--- src/design/onr_pkg.sv ---
`timescale 1ns / 1ps
package onr_pkg;

	// Divisor width: max(cosI, cosO) stays below 2^17 for 16-bit inputs
	localparam int DEN_W = 17;
	// Partial remainder is always below the divisor, one extra bit for the shift
	localparam int REM_W = DEN_W + 1;
	// Positive numerator magnitude fits in this many bits
	localparam int NUM_W = 35;
	// Input component width
	localparam int CMP_W = 16;

	// Register indexes on the configuration port
	localparam logic REG_COEF_A = 1'b0;
	localparam logic REG_COEF_B = 1'b1;

	// Control that travels with an item down the pipeline
	typedef struct packed {
		logic vld;
		logic den_bad;
	} flags_t;

endpackage

--- src/design/onr_div_cell.sv ---
`timescale 1ns / 1ps
// One restoring-division step: one quotient bit per cell.
module onr_div_cell #(
	parameter int DW = 35
) (
	input  logic                      clk,
	input  logic                      arst_n,
	input  logic                      en,
	input  onr_pkg::flags_t           flg_in,
	input  logic [onr_pkg::DEN_W-1:0] den_in,
	input  logic [onr_pkg::REM_W-1:0] rem_in,
	input  logic [DW-1:0]             nq_in,
	output onr_pkg::flags_t           flg_out,
	output logic [onr_pkg::DEN_W-1:0] den_out,
	output logic [onr_pkg::REM_W-1:0] rem_out,
	output logic [DW-1:0]             nq_out
);

	logic [onr_pkg::REM_W:0] shl;
	logic                    ge;

	// bring down the next dividend bit and try the subtract
	always_comb begin
		shl = {rem_in, nq_in[DW-1]};
		ge  = shl >= (onr_pkg::REM_W+1)'(den_in);
	end

	always_ff @(posedge clk or negedge arst_n) begin
		if (!arst_n) begin
			flg_out <= '0;
		end else if (en) begin
			flg_out <= flg_in;
		end
	end

	// dividend shifts out at the top while quotient bits shift in at the bottom
	always_ff @(posedge clk) begin
		if (en) begin
			den_out <= den_in;
			rem_out <= ge ? onr_pkg::REM_W'(shl - (onr_pkg::REM_W+1)'(den_in))
			              : onr_pkg::REM_W'(shl);
			nq_out  <= {nq_in[DW-2:0], ge};
		end
	end

endmodule

--- config.mk ---
export PLATFORM = sky130hd
export DESIGN_NAME = onr_div_cell
export DESIGN_NICKNAME = d
export VERILOG_FILES = /design/src/design/onr_pkg.sv /design/src/design/onr_div_cell.sv
export SDC_FILE = /design/constraint.sdc
export NUM_CORES = 1
export LEC_CHECK = 0
export BUFFER_PORTS_ARGS = -buffer_cell sky130_fd_sc_hd__buf_2
export CORE_AREA = 3 3 90 92
export CTS_CLUSTER_DIAMETER = 80
export DETAILED_ROUTE_END_ITERATION = 6
export DIE_AREA = 0 0 93 95
export PLACE_DENSITY = 0.79
export SKIP_LAST_GASP = 1
export SLEW_MARGIN = 20
export SYNTH_ARGS = -nofsm -noshare
export SYNTH_HDL_FRONTEND = slang
export SYNTH_SLANG_ARGS = --single-unit
--- constraint.sdc ---
create_clock -name clk -period 0.9 [get_ports clk]
set_clock_uncertainty 0.1 [all_clocks]
set_input_delay 0.225 -clock clk [delete_from_list [all_inputs] [get_ports clk]]
set_output_delay 0.225 -clock clk [all_outputs]
set_load 0.005 [all_outputs]
==> impl_metrics.env <==
export IMPL_slew_limit_headroom=0.402
export IMPL_hold_depth=2
export IMPL_vdd_ir_drop_max_mv=0.894
export IMPL_period_share=2.64
export IMPL_dpl_cell_count=550
export IMPL_violations="negative setup slack"
export IMPL_start_kind="input port"
export IMPL_fin_tns_setup_ns=-47.84
export IMPL_dp_hpwl_um=7230
export IMPL_hold_ws_ns=0.00933
export IMPL_syn_mean_instance_area_um2=14.2
export IMPL_n_antenna_cell=0
export IMPL_yosysUniqueCellTypes=52
export IMPL_first_pass_iters=5
export IMPL_gp_congestion=0.857
export IMPL_synthCells=248
export IMPL_port_buffers=146
export IMPL_clock_latency_ns=0.36
export IMPL_drv_cap=0
export IMPL_htree_levels=3
export IMPL_worstSetupPathType="in2reg"
export IMPL_clk_pin_slew_ns=0.09
export IMPL_die_area_um2=8840
export IMPL_yosysSeqAreaShare=0.611
export IMPL_drc_errors=0
export IMPL_track_usage=0.331
export IMPL_synthToLayoutAreaGrowth_pct=76.5
export IMPL_dr_total_vias=3895
export IMPL_r2r_start="flg_out[1]"
export IMPL_rows=31
export IMPL_cts_sinks=72
export IMPL_instances_no_fill=645
export IMPL_fp_dieW_um=93
export IMPL_ant_nets=0
export IMPL_critPathCaptureType="register"
export IMPL_ys_warn_count=0
export IMPL_min_to="flg_out[1]"
export IMPL_core_area_um2=7290
export IMPL_first_global_vias=3694
export IMPL_tightest_slew_ns=0.888
export IMPL_hold_violations=0
export IMPL_syn_nets=341
export IMPL_synth_main_ff_cell="edfxtp_1"
export IMPL_outcome="complete, but fails checks"
export IMPL_finalSetupViolations=96
export IMPL_root_buffer="clkbuf_8"
export IMPL_cts_made_buffers=9
export IMPL_grt_pass1_wl_um=21300
export IMPL_cts_tree="yes"
export IMPL_grt_max_degree=36
export IMPL_nets=634
export IMPL_cp_arrival_ns=2.40
export IMPL_clockBufferDepth=2
export IMPL_cp_required_ns=0.92
export IMPL_fill_cells=329
export IMPL_r2r_cells=2
export IMPL_grt_overflow=0
export IMPL_drt_iter0_markers=555
export IMPL_p_per_area_nw_per_um2=1670
export IMPL_hold_class="in2reg"
export IMPL_worstPathMaxFanout=2
export IMPL_layout_min_cycle_time_ns=2.37
export IMPL_drive_above_1_share=0.593
export IMPL_rsz0062_at_grt="true"
export IMPL_timing_fmax_mhz=421
export IMPL_power_leakage_uw=0.00281
export IMPL_timing_final_max_slew_violations=0
export IMPL_layout_commonest_cell="buf_2"
export IMPL_io_pins=147
export IMPL_ys_ff_latch=72
export IMPL_vias_per_cell=6.04
export IMPL_reg2reg_slack_ns=-0.11
export IMPL_routedWlPerCell_um=26.7
export IMPL_hp_start="flg_in[1]"
export IMPL_syn_cell_area_um2=3520
export IMPL_synth_edff_count=70
export IMPL_die_h_um=95
export IMPL_dpl_cell_area_um2=4890
export IMPL_reg2reg_to="flg_out[1]"
export IMPL_antenna_found_initial=1
export IMPL_routed_wl_um=17200
export IMPL_setup_slack_ns=-1.47
export IMPL_p_total_uw=10400
export IMPL_final_cell_mix="142 x buf_2, 79 x buf_4, 70 x edfxtp_1"
export IMPL_async_flop_share=0.0278
export IMPL_start_util=0.483
export IMPL_fin_area_um2=6220
==> stage by stage <==
step,util,setup slack (ns)
2_1_floorplan,-,-1.53
4_1_cts,0.820,-1.29
6_report,0.853,-1.47
5_1_grt,0.853,-1.59
3_3_place_gp,0.671,-1.71
3_5_place_dp,0.671,-1.77
==> Yosys cell counts, types with 2 or more instances <==
cell	number	area share
dfrtp_1	2	0.014
nand3_1	7	0.0099
buf_2	5	0.0071
nand2_1	11	0.012
mux2_2	10	0.032
a21o_1	5	0.011
edfxtp_1	70	0.60
nor3_1	3	0.0043
xnor2_1	6	0.015
xor2_1	4	0.0099
inv_1	21	0.022
and3_1	2	0.0036
mux2_4	7	0.030
o21a_1	3	0.0064
or2_2	2	0.0036
nor2_1	11	0.012
mux2i_1	3	0.0085
o211ai_1	2	0.0043
o21bai_1	2	0.0043
o21ai_0	7	0.0099
nor4_1	2	0.0036
ha_1	17	0.060
a21oi_1	17	0.024
==> power breakdown <==
part           internal (µW)  total (µW)  switching (µW)  leakage [µW]
Clock                   1580        3070            1500      0.000103
Sequential              4080        4220             143      0.000709
Combinational           1580        3060            1480       0.00199
Total                   7240       10400            3120       0.00281
==> final cells by class <==
type	instances	area (µm²)	share of cell area
Timing Repair Buffer	286	2020	0.324
Multi-Input combinational cell	151	1610	0.259
Clock inverter	6	92.6	0.0149
Sequential cell	72	2150	0.346
Clock buffer	10	128	0.0205
Inverter	21	93.8	0.0151
Tap cell	99	124	0.0199
==> what timing repair did <==
item                                    CTS  global route
buffers inserted                         13            14
gates cloned                              2             0
endpoints found under the setup margin   91            96
resized for setup                        40            30
pin swaps                                18            18
hold endpoints to repair                 54             0
hold buffers                             52             0
==> per-layer routing <==
metal  routed length, µm  track usage  vias up
li1                    -            -     1525
met1                5940        0.378     1861
met2                8060        0.577      419
met3                2280        0.104       88
met4                 925        0.140        2
met5                  13            0        -
==> how the worst max path moves through the flow <==
stage               startpoint           to
finish               nq_in[34]  rem_out[14]
global route         nq_in[34]  rem_out[14]
CTS                  nq_in[34]  rem_out[16]
detailed placement   nq_in[34]  rem_out[16]
global placement     nq_in[34]  rem_out[16]
floorplan            nq_in[34]  rem_out[14]
==> critical path, cell delays in order <==
cell and delay (ns):
buf_12 0.11, inv_12 0.04, ha_4 0.13, inv_2 0.04, fa_2 0.33, a21o_1 0.21
a221oi_2 0.33, buf_4 0.18, o21ai_2 0.06, o31a_1 0.31, xor2_1 0.16, mux2_4 0.26
==> sequential cells by signal, indices dropped and copies added (netlist names) <==
signal / count
den_out: 17
flg_out: 2
rem_out: 18
nq_out: 35
==> kinds of logic after synthesis <==
| group | count (synthesis) | share of synthesized area |
|---|---|---|
| AOI/OAI and AO/OA | 55 | 0.126 |
| xor gates and xnor gates | 10 | 0.0249 |
| adders and majority gates | 18 | 0.0661 |
| buffers and inverters | 27 | 0.0352 |
| DFF | 72 | 0.611 |
| muxes | 20 | 0.0703 |
| and+or+nand+nor | 46 | 0.0664 |
(Power assumes the default switching activity.)
